[src/rtl/rabf_pkg.sv]
package rabf_pkg;

   // screen size used for clipping
   localparam int SCREEN_WIDTH  = 1024;
   localparam int SCREEN_HEIGHT = 1024;

   // field widths
   localparam int PIX_COORD_W = 12;
   localparam int COORD_W     = 13;
   localparam int PIXEL_W     = 32;
   localparam int CH_W        = 8;
   localparam int LANES       = 3;
   localparam int PROD_W      = 2 * CH_W;
   localparam int DIV_W       = 16;
   localparam int NUM_W       = 24;
   localparam int Q_W         = 8;
   localparam int DIV_STAGES  = Q_W;
   localparam int PIPE_STAGES = DIV_STAGES + 2;

   localparam logic [CH_W-1:0] MAX_U8 = 8'hFF;

   // config port
   localparam int CSR_IDX_W  = 3;
   localparam int CSR_DATA_W = 32;

   typedef enum logic [CSR_IDX_W-1:0] {
      REG_FILL_COLOR    = 3'd0,
      REG_EDGE_X_A      = 3'd1,
      REG_EDGE_X_B      = 3'd2,
      REG_EDGE_Y_A      = 3'd3,
      REG_EDGE_Y_B      = 3'd4,
      REG_OUTLINE_MODE  = 3'd5,
      REG_OUTLINE_THICK = 3'd6
   } rabf_reg_type;

   typedef struct packed {
      logic [PIX_COORD_W-1:0] pixel_x;
      logic [PIX_COORD_W-1:0] pixel_y;
      logic [PIXEL_W-1:0]     pixel_in;
   } rabf_req_type;

   typedef struct packed {
      logic [PIXEL_W-1:0] pixel_out;
      logic               covered;
   } rabf_rsp_type;

   // data that rides along the divider stages
   typedef struct packed {
      logic               covered;
      logic               zero;
      logic [CH_W-1:0]    alpha;
      logic [PIXEL_W-1:0] pixel;
   } rabf_side_type;

endpackage

[src/rtl/rect_alpha_blend_fill.sv]
// channel   dir  handshake            payload
// req       in   req_valid/req_stall  pixel_x, pixel_y, pixel_in
// rsp       out  rsp_valid/rsp_stall  pixel_out, covered
// csr       in   csr_we               csr_index, csr_wdata
//
// one pixel per clock sustained while rsp_stall is low; ten register stages, from
// the stage 0 register that takes the req transfer to the last one, which drives rsp_valid
// two stages for region test and blend products, then eight divider stages
// that produce one quotient bit each for the three color channels
// reset is synchronous, clears valid bits and loads register defaults
// a stall holds only the stages that are full; bubbles still move up
module rect_alpha_blend_fill (
   input  logic                                clock,
   input  logic                                reset,
   input  logic                                req_valid,
   output logic                                req_stall,
   input  rabf_pkg::rabf_req_type              req_payload,
   output logic                                rsp_valid,
   input  logic                                rsp_stall,
   output rabf_pkg::rabf_rsp_type              rsp_payload,
   input  logic                                csr_we,
   input  logic [rabf_pkg::CSR_IDX_W-1:0]      csr_index,
   input  logic [rabf_pkg::CSR_DATA_W-1:0]     csr_wdata
);
   import rabf_pkg::*;

   localparam int LAST = PIPE_STAGES - 1;
   localparam logic [COORD_W-1:0] SCR_W = COORD_W'(SCREEN_WIDTH);
   localparam logic [COORD_W-1:0] SCR_H = COORD_W'(SCREEN_HEIGHT);

   // config registers
   logic [PIXEL_W-1:0] fill_color_ff;
   logic [COORD_W-1:0] edge_x_a_ff, edge_x_b_ff, edge_y_a_ff, edge_y_b_ff;
   logic               outline_mode_ff;
   logic [COORD_W-1:0] outline_thick_ff;

   always_ff @(posedge clock) begin
      if (reset) begin
         fill_color_ff    <= '0;
         edge_x_a_ff      <= '0;
         edge_x_b_ff      <= '0;
         edge_y_a_ff      <= '0;
         edge_y_b_ff      <= '0;
         outline_mode_ff  <= 1'b0;
         outline_thick_ff <= COORD_W'(1);
      end else if (csr_we) begin
         case (rabf_reg_type'(csr_index))
            REG_FILL_COLOR:    fill_color_ff    <= csr_wdata;
            REG_EDGE_X_A:      edge_x_a_ff      <= csr_wdata[COORD_W-1:0];
            REG_EDGE_X_B:      edge_x_b_ff      <= csr_wdata[COORD_W-1:0];
            REG_EDGE_Y_A:      edge_y_a_ff      <= csr_wdata[COORD_W-1:0];
            REG_EDGE_Y_B:      edge_y_b_ff      <= csr_wdata[COORD_W-1:0];
            REG_OUTLINE_MODE:  outline_mode_ff  <= csr_wdata[0];
            REG_OUTLINE_THICK: outline_thick_ff <= csr_wdata[COORD_W-1:0];
            default: ;
         endcase
      end
   end

   // stage enables: a stage moves when empty or when the next one moves
   logic [PIPE_STAGES-1:0] v_ff;
   logic [PIPE_STAGES-1:0] en;

   always_comb begin
      en[LAST] = !v_ff[LAST] || !rsp_stall;
      for (int i = LAST - 1; i >= 0; i--) begin
         en[i] = !v_ff[i] || en[i+1];
      end
   end

   always_ff @(posedge clock) begin
      if (reset) begin
         v_ff <= '0;
      end else begin
         if (en[0]) begin
            v_ff[0] <= req_valid;
         end
         for (int i = 1; i < PIPE_STAGES; i++) begin
            if (en[i]) begin
               v_ff[i] <= v_ff[i-1];
            end
         end
      end
   end

   assign req_stall = !en[0];

   // stage 0: rectangle bounds and first products
   logic [COORD_W-1:0] x_lo, x_hi, y_lo, y_hi, x_end, y_end, dx, dy, t_in;
   logic [CH_W-1:0]    at, ab;
   logic [PROD_W-1:0]  wb_in, at255_in;
   logic [LANES-1:0][PROD_W-1:0] ctat_in;

   always_comb begin
      x_lo  = (edge_x_a_ff < edge_x_b_ff) ? edge_x_a_ff : edge_x_b_ff;
      x_hi  = (edge_x_a_ff < edge_x_b_ff) ? edge_x_b_ff : edge_x_a_ff;
      y_lo  = (edge_y_a_ff < edge_y_b_ff) ? edge_y_a_ff : edge_y_b_ff;
      y_hi  = (edge_y_a_ff < edge_y_b_ff) ? edge_y_b_ff : edge_y_a_ff;
      x_end = (x_hi < SCR_W) ? x_hi : SCR_W;
      y_end = (y_hi < SCR_H) ? y_hi : SCR_H;
      dx    = x_hi - x_lo;
      dy    = y_hi - y_lo;
      t_in  = outline_thick_ff;
      if (dx < t_in) t_in = dx;
      if (dy < t_in) t_in = dy;
   end

   assign at       = fill_color_ff[PIXEL_W-1 -: CH_W];
   assign ab       = req_payload.pixel_in[PIXEL_W-1 -: CH_W];
   assign wb_in    = PROD_W'(ab) * PROD_W'(MAX_U8 - at);
   assign at255_in = {at, {CH_W{1'b0}}} - PROD_W'(at);

   always_comb begin
      for (int c = 0; c < LANES; c++) begin
         ctat_in[c] = PROD_W'(fill_color_ff[c*CH_W +: CH_W]) * PROD_W'(at);
      end
   end

   logic [PIX_COORD_W-1:0]       s0_x_ff, s0_y_ff;
   logic [PIXEL_W-1:0]           s0_pix_ff;
   logic [COORD_W-1:0]           s0_bx_ff, s0_ex_ff, s0_by_ff, s0_ey_ff, s0_t_ff;
   logic [PROD_W-1:0]            s0_wb_ff, s0_at255_ff;
   logic [LANES-1:0][PROD_W-1:0] s0_ctat_ff;

   always_ff @(posedge clock) begin
      if (en[0]) begin
         s0_x_ff     <= req_payload.pixel_x;
         s0_y_ff     <= req_payload.pixel_y;
         s0_pix_ff   <= req_payload.pixel_in;
         s0_bx_ff    <= x_lo;
         s0_ex_ff    <= x_end;
         s0_by_ff    <= y_lo;
         s0_ey_ff    <= y_end;
         s0_t_ff     <= t_in;
         s0_wb_ff    <= wb_in;
         s0_at255_ff <= at255_in;
         s0_ctat_ff  <= ctat_in;
      end
   end

   // stage 1: coverage test, blend numerators, divisor and output alpha
   logic [COORD_W-1:0]          xe, ye;
   logic [COORD_W:0]            x_sum, y_sum, bx_t, by_t;
   logic                        in_rect, band;
   logic [DIV_W-1:0]            s_in;
   logic [DIV_W:0]              alpha_sum;
   logic [LANES-1:0][NUM_W-1:0] num_in;
   rabf_side_type               side_in;

   assign xe    = COORD_W'(s0_x_ff);
   assign ye    = COORD_W'(s0_y_ff);
   assign x_sum = (COORD_W+1)'(xe) + (COORD_W+1)'(s0_t_ff);
   assign y_sum = (COORD_W+1)'(ye) + (COORD_W+1)'(s0_t_ff);
   assign bx_t  = (COORD_W+1)'(s0_bx_ff) + (COORD_W+1)'(s0_t_ff);
   assign by_t  = (COORD_W+1)'(s0_by_ff) + (COORD_W+1)'(s0_t_ff);

   assign in_rect = (xe >= s0_bx_ff) && (xe < s0_ex_ff) &&
                    (ye >= s0_by_ff) && (ye < s0_ey_ff);
   // band test with far edges moved to the sum side to stay non-negative
   assign band   = ((COORD_W+1)'(ye) < by_t) || (y_sum >= (COORD_W+1)'(s0_ey_ff)) ||
                   ((COORD_W+1)'(xe) < bx_t) || (x_sum >= (COORD_W+1)'(s0_ex_ff));

   assign s_in      = s0_at255_ff + s0_wb_ff;
   // floor(s / 255) for s below 65535
   assign alpha_sum = (DIV_W+1)'(s_in) + (DIV_W+1)'(s_in >> CH_W) + (DIV_W+1)'(1);

   always_comb begin
      for (int c = 0; c < LANES; c++) begin
         num_in[c] = ({s0_ctat_ff[c], {CH_W{1'b0}}} - NUM_W'(s0_ctat_ff[c]))
                   + NUM_W'(s0_pix_ff[c*CH_W +: CH_W]) * NUM_W'(s0_wb_ff);
      end
      side_in.covered = in_rect && (!outline_mode_ff || band);
      side_in.zero    = (s_in == '0);
      side_in.alpha   = alpha_sum[CH_W +: CH_W];
      side_in.pixel   = s0_pix_ff;
   end

   logic [DIV_W-1:0]            s1_s_ff;
   logic [LANES-1:0][NUM_W-1:0] s1_num_ff;
   rabf_side_type               s1_side_ff;

   always_ff @(posedge clock) begin
      if (en[1]) begin
         s1_s_ff    <= s_in;
         s1_num_ff  <= num_in;
         s1_side_ff <= side_in;
      end
   end

   // channel divide
   logic [LANES-1:0][Q_W-1:0] q_out;
   rabf_side_type             side_out;

   rabf_div u_div (
      .clock        (clock),
      .en           (en[LAST:2]),
      .div_s        (s1_s_ff),
      .div_num      (s1_num_ff),
      .div_side     (s1_side_ff),
      .div_q        (q_out),
      .div_side_out (side_out)
   );

   // result select
   always_comb begin
      rsp_payload.covered = side_out.covered;
      if (!side_out.covered) begin
         rsp_payload.pixel_out = side_out.pixel;
      end else if (side_out.zero) begin
         rsp_payload.pixel_out = '0;
      end else begin
         rsp_payload.pixel_out = {side_out.alpha, q_out[2], q_out[1], q_out[0]};
      end
   end

   assign rsp_valid = v_ff[LAST];

endmodule

[src/rtl/rabf_div.sv]
module rabf_div (
   input  logic                                                clock,
   input  logic [rabf_pkg::DIV_STAGES-1:0]                     en,
   input  logic [rabf_pkg::DIV_W-1:0]                          div_s,
   input  logic [rabf_pkg::LANES-1:0][rabf_pkg::NUM_W-1:0]     div_num,
   input  rabf_pkg::rabf_side_type                             div_side,
   output logic [rabf_pkg::LANES-1:0][rabf_pkg::Q_W-1:0]       div_q,
   output rabf_pkg::rabf_side_type                             div_side_out
);
   import rabf_pkg::*;

   localparam int LAST = DIV_STAGES - 1;

   logic [DIV_W-1:0]                  s_ff    [LAST];
   rabf_side_type                     side_ff [DIV_STAGES];
   logic [LANES-1:0][Q_W-1:0]         q_ff    [DIV_STAGES];
   logic [LANES-1:0][NUM_W-1:0]       rem_ff  [LAST];

   // one quotient bit per stage, msb first, three lanes side by side
   for (genvar k = 0; k < DIV_STAGES; k++) begin : g_stage
      localparam int SH = LAST - k;

      logic [DIV_W-1:0]            s_prev;
      rabf_side_type               side_prev;
      logic [LANES-1:0][NUM_W-1:0] rem_prev;
      logic [LANES-1:0][Q_W-1:0]   q_prev;
      logic [NUM_W-1:0]            dsh;
      logic [LANES-1:0][NUM_W-1:0] rem_in;
      logic [LANES-1:0][Q_W-1:0]   q_in;

      if (k == 0) begin : g_first
         assign s_prev    = div_s;
         assign side_prev = div_side;
         assign rem_prev  = div_num;
         assign q_prev    = '0;
      end else begin : g_next
         assign s_prev    = s_ff[k-1];
         assign side_prev = side_ff[k-1];
         assign rem_prev  = rem_ff[k-1];
         assign q_prev    = q_ff[k-1];
      end

      // shifted divisor for this bit position
      assign dsh = NUM_W'(s_prev) << SH;

      // trial subtract per lane
      always_comb begin
         rem_in = rem_prev;
         q_in   = q_prev;
         for (int l = 0; l < LANES; l++) begin
            if (rem_prev[l] >= dsh) begin
               rem_in[l]   = rem_prev[l] - dsh;
               q_in[l][SH] = 1'b1;
            end
         end
      end

      always_ff @(posedge clock) begin
         if (en[k]) begin
            side_ff[k] <= side_prev;
            q_ff[k]    <= q_in;
         end
      end

      // the last stage needs no remainder and no divisor
      if (k < LAST) begin : g_rem
         always_ff @(posedge clock) begin
            if (en[k]) begin
               s_ff[k]   <= s_prev;
               rem_ff[k] <= rem_in;
            end
         end
      end
   end

   assign div_q        = q_ff[LAST];
   assign div_side_out = side_ff[LAST];

endmodule

[config.mk]
export PLATFORM = sky130hd
export DESIGN_NAME = rect_alpha_blend_fill
export DESIGN_NICKNAME = d
export VERILOG_FILES = /design/src/rtl/rabf_pkg.sv /design/src/rtl/rect_alpha_blend_fill.sv /design/src/rtl/rabf_div.sv
export SDC_FILE = /design/constraint.sdc
export NUM_CORES = 2
export LEC_CHECK = 0
export BUFFER_PORTS_ARGS = -buffer_cell sky130_fd_sc_hd__buf_2
export CAP_MARGIN = 20
export CORE_ASPECT_RATIO = 0.8
export CORE_MARGIN = 2
export CORE_UTILIZATION = 40
export CTS_CLUSTER_DIAMETER = 200
export DETAILED_ROUTE_END_ITERATION = 16
export PLACE_DENSITY = 0.53
export SYNTH_ARGS = -nofsm -noshare
export SYNTH_HDL_FRONTEND = slang
export SYNTH_SLANG_ARGS = --single-unit
[constraint.sdc]
create_clock -name clock -period 37.1 [get_ports clock]
set_clock_uncertainty 0.15 [all_clocks]
set_input_delay 7.42 -clock clock [delete_from_list [all_inputs] [get_ports clock]]
set_output_delay 7.42 -clock clock [all_outputs]
set_load 0.005 [all_outputs]
======== After elaboration in Yosys (flattened, before gate mapping) ========
Memory sizes are Yosys's and may differ from the RTL's.
Index checks and enable logic that the tools add are counted.
operators by class
  add/subtract/negate cells ............... 38
  multiply operators ...................... 7
  magnitude comparators ................... 38
  equal/unequal tests ..................... 6
  mux-type cells .......................... 69
  reductions and logical operators ........ 40
operators with widths
  cell              number
  $mux W24          21
  $mux W13          6
  $add A24 B24 Y24  3
  $ge A24 B16 Y1    3
  $ge A24 B17 Y1    3
  $ge A24 B18 Y1    3
  $ge A24 B19 Y1    3
  $ge A24 B20 Y1    3
  $ge A24 B21 Y1    3
  $ge A24 B22 Y1    3
  $ge A24 B23 Y1    3
  $mul A8 B16 Y24   3
  $sub A24 B16 Y24  3
  $sub A24 B17 Y24  3
  $sub A24 B18 Y24  3
  $sub A24 B19 Y24  3
  $sub A24 B20 Y24  3
  $sub A24 B21 Y24  3
  $sub A24 B22 Y24  3
  $sub A24 B23 Y24  3
  $mux W32          2
  $lt A13 B13 Y1    4
  $mul A8 B8 Y16    3
  $mux W1           40
  other kinds (23)  68
storage, ports and cells
  register bits ........................... 439
  memory bits (writable) .................. 1144
  word-level logic and storage cells ...... 240
  memories kept ........................... 4
memory list
  name           depth  width  read ports  clocked after memory_dff  write ports  line            text
  u_div.rem_ff   7      72     7           0                         7            rabf_div.sv:17  logic [LANES-1:0][NUM_W-1:0] rem_ff [LAST];
  u_div.side_ff  8      42     8           0                         8            rabf_div.sv:15  rabf_side_type side_ff [DIV_STAGES];
  u_div.q_ff     8      24     8           0                         8            rabf_div.sv:16  logic [LANES-1:0][Q_W-1:0] q_ff [DIV_STAGES];
  u_div.s_ff     7      16     7           0                         7            rabf_div.sv:14  logic [DIV_W-1:0] s_ff [LAST];

======== Depth between registers and ports, before layout ========
  word-level depth ........................ 12
  mapped depth ............................ 39

======== Cells and area by module ========
A second synthesis with hierarchy kept.
second synthesis, totals
  cells, all modules ...................... 9072
  area total of the unflattened synthesis .. 99202.6 um^2
modules (own cells, without submodules)
  module                 instances  cells each  area an instance (um^2)  sequential area each (um^2)
  rabf_div               1          4415        54492.3                  31830.5
  rect_alpha_blend_fill  1          4657        44710.4                  12101.6

======== Worst setup path after synthesis ========
OpenSTA, ideal clock, no wires.
  path kind ............................... input port to output port
  from .................................... input port rsp_stall
  to ...................................... output port req_stall
  data arrival time ....................... 19335 ps
  data required time ...................... 29530 ps
  slack ................................... 10195 ps
  cell stages on the path ................. 6
  path buffers ............................ 0
  cells stage by stage .................... and3_1 > and3_1 > nand3_1 > nor2_1 > nand4_1 > inv_1
on the way
  cells in the longest elaborated chain, start to end .. 12
RTL lines
  what                              line                         text
  start: declaration                rect_alpha_blend_fill.sv:19  input logic rsp_stall,
  $logic_not A1 Y1                  rect_alpha_blend_fill.sv:65  en[LAST] = !v_ff[LAST] || !rsp_stall;
  $logic_or A1 B1 Y1                rect_alpha_blend_fill.sv:65
  $logic_or A1 B1 Y1 (5 in series)  rect_alpha_blend_fill.sv:67  en[i] = !v_ff[i] || en[i+1];
  net en[4]                         rect_alpha_blend_fill.sv:62  logic [PIPE_STAGES-1:0] en;
  $logic_or A1 B1 Y1 (4 in series)  rect_alpha_blend_fill.sv:67
  $logic_not A1 Y1                  rect_alpha_blend_fill.sv:86  assign req_stall = !en[0];
  end: declaration                  rect_alpha_blend_fill.sv:16  output logic req_stall,
The timed path passes the listed nets, and every way through them passes these cells.

======== Worst setup path in the final report ========
Ends and elaborated chain as after synthesis.

==> impl_metrics.py <==
metrics = {
    "sta": {
        "min_period_ps": 18540,
        "tns_ps": 0,
        "drv_slew": 0,
        "setup_viol": 0,
        "tightest_slew_ps": 1090,
        "min_period_over_period": 0.500,
        "achievable-frequency_ghz": 0.0539,
        "rsz0062_at_grt": "false",
        "hold_viol_final": 0,
        "relSlewSlack": 0.275,
    },
    "global_route": {
        "grt_first_pass_wirelength_mm": 408,
        "grt.total_usage": 0.213,
        "antenna_found_initial": 16,
        "grt_max_degree": 115,
        "grt_pass1_vias": 65800,
        "grt_overflow_total": 0,
    },
    "clocking": {
        "numClockSinks": 1499,
        "cts_max_level": 4,
        "cts_resized": 0,
        "cts_root_buffer": "clkbuf_16",
        "hold_buffers": 0,
        "cts_buffers": 171,
        "insertion_delay_ps": 860,
        "cts_tree": "built",
        "path_clk_slew_ps": 60,
        "post_cts_buffers": 0,
        "clockBufferDepth": 4,
    },
    "worst_setup_path": {
        "rr_endpoint": "s0_t_ff[0]$_DFFE_PN_",
        "cp.required_ps": 29530,
        "cp-startpoint": "rsp_stall",
        "worstSetupEndpoint": "req_stall",
        "worst-path-max-fanout": 60,
        "start_kind": "input pin",
        "r2r_cells": 31,
        "rrSetupSlack_ps": 28770,
        "r2r-start": "edge_x_b_ff[10]$_SDFFE_PP0P_",
        "cp.arrival_ps": 10970,
        "crit_type": "in -> out",
        "end_kind": "output port",
    },
    "routing": {
        "firstDrtPassIters": 7,
        "drt_iter0_markers": 4896,
        "routedWlPerCell_um": 21.2,
        "viasPerCell": 5.26,
        "ant_nets": 0,
        "routed_wl_mm": 266,
        "vias": 66000,
        "drc_errors": 0,
    },
    "synth": {
        "synth_cells": 8979,
        "ys_warn_count": 0,
        "synth_area_per_cell_um2": 11.0,
        "synth_area_mm2": 0.0985,
        "seq_area_frac_synth": 0.446,
        "synth_cell_types": 99,
        "ys_ff_latch": 1499,
        "ys_top_cells_by_area": "edfxtp_1, ha_1, fa_1, inv_1, nand2_1",
        "synth_top_flop_cell": "edfxtp_1",
        "yosys.area.top_type": "edfxtp_1",
        "synth_edf_count": 1391,
        "synth_top_area_frac": 0.424,
        "async_reset_ff_frac": 0,
    },
    "floorplanning": {
        "die-area_mm2": 0.250,
        "io_pins": 131,
        "core_mm2": 0.244,
        "std_cell_rows": 162,
        "die_h_um": 448,
        "initial_core_util": 0.403,
        "die_w_um": 559,
    },
    "hold_path": {
        "hold_path_class": "reg -> reg",
    },
    "cells_and_area": {
        "nets": 10700,
        "final_cell_mix": "edfxtp_1, inv_1, nand2_1, ha_1, a21oi_1",
        "mostFrequentLayoutCell": "edfxtp_1",
        "drive_above_1_share": 0.0684,
        "area_growth_pct": 10.4,
    },
    "placement": {
        "numPortBuffers": 130,
        "hpwl_mm": 208,
        "place_congestion": 0.917,
    },
    "run": {
        "drv_cap": 0,
    },
    "outcome": {
        "outcome": "complete, no violations",
    },
}
## cells by family after synthesis
kind of cell / after synthesis / share of synthesized area
AO/OA/AOI/OAI: 1691 / 0.107
XOR/XNOR: 483 / 0.0430
adder cells (fa/ha/maj): 1430 / 0.220
buffers and inverters: 1254 / 0.0481
flip-flops: 1499 / 0.446
multiplexers: 136 / 0.0150
other: 1 / 0.0000381
AND/OR/NAND/NOR: 2485 / 0.121
## critical path: stages
cell and delay [ps]:
buf_2 120, and3_1 350, and3_1 470, nand3_4 700
nor2_1 960, nand4_1 310, buf_4 380, inv_1 100
buf_2 110
## synthesized netlist by cell type (all sizes together), types with 18 or more instances
cell type and number:
or4 25, o21a 69, a21o 190, nand2 1018, o21bai 44, a211oi 47, nand2b 105, a21boi 80
nor2 409, mux2 81, a21oi 514, and2 272, nor3 115, nor4 47, buf 32, clkbuf 193
or3 47, or2 19, mux2i 55, xnor2 303, nand3 117, dfxtp 108, xor2 180, fa 510
nor2b 138, nand4 63, o31ai 67, ha 920, nand3b 18, and3 42, edfxtp 1391, inv 1028
a31oi 35, o21ai 453
## metal layers
metal / GRT usage / part of all wire
met5: 0 / 0.0011
met4: 0.0596 / 0.029
met3: 0.0257 / 0.045
met2: 0.340 / 0.45
met1: 0.305 / 0.48
## area by class of cell
| type | count | area (um2) |
|---|---|---|
| multi-input combinational | 6229 | 50100 |
| tap | 3280 | 4100 |
| timing repair buffer | 211 | 1370 |
| inverter | 1029 | 3880 |
| sequential | 1499 | 43900 |
| fill | 22700 | 135000 |
| clock buffer | 195 | 4460 |
| antenna | 8 | 20.0 |
| clock inverter | 106 | 932 |
## per-stage QoR
step                std cells  instance area, um2  setup WS [ps]   util  hold slack (ps)
finish                  12600              109000          18560  0.445              252
global route            12600              109000          18190  0.445              253
CTS                     12500              109000          18460  0.445              240
detailed placement      12200              103000          18470  0.423              255
global placement        12200              103000          18600  0.422              251
floorplan                8982               98500          10200      -              250
## registers in the layout, indices dropped and copies added, names as in the netlist, 16 cells and up
register       flops
s1_s_ff           16
s0_ctat_ff        48
s0_at255_ff       16
s0_pix_ff         32
u_div.s_ff       112
s0_wb_ff          16
s1_side_ff        42
u_div.side_ff    336
u_div.rem_ff     504
u_div.q_ff       108
s1_num_ff         72
fill_color_ff     32
## worst min-delay path by stage
stage                     slack [ps]  cells past startpoint                            from                              end
final                            250                      0  u_div.side_ff[1][79]$_DFFE_PP_  u_div.side_ff[1][121]$_DFFE_PP_
after global routing             250                      0  u_div.side_ff[1][79]$_DFFE_PP_  u_div.side_ff[1][121]$_DFFE_PP_
after CTS                        240                      0  u_div.side_ff[1][79]$_DFFE_PP_  u_div.side_ff[1][121]$_DFFE_PP_
after detailed placement         250                      0     u_div.q_ff[3][18]$_DFFE_PP_      u_div.q_ff[3][42]$_DFFE_PP_
after global placement           250                      0  u_div.side_ff[1][71]$_DFFE_PP_  u_div.side_ff[1][113]$_DFFE_PP_
after floorplan                  250                      0         s0_pix_ff[24]$_DFFE_PN_         s1_side_ff[24]$_DFFE_PP_
Power is left out: the tool's default activity adds up to more than one toggle a clock period on the data nets, which glitch-free logic cannot reach.
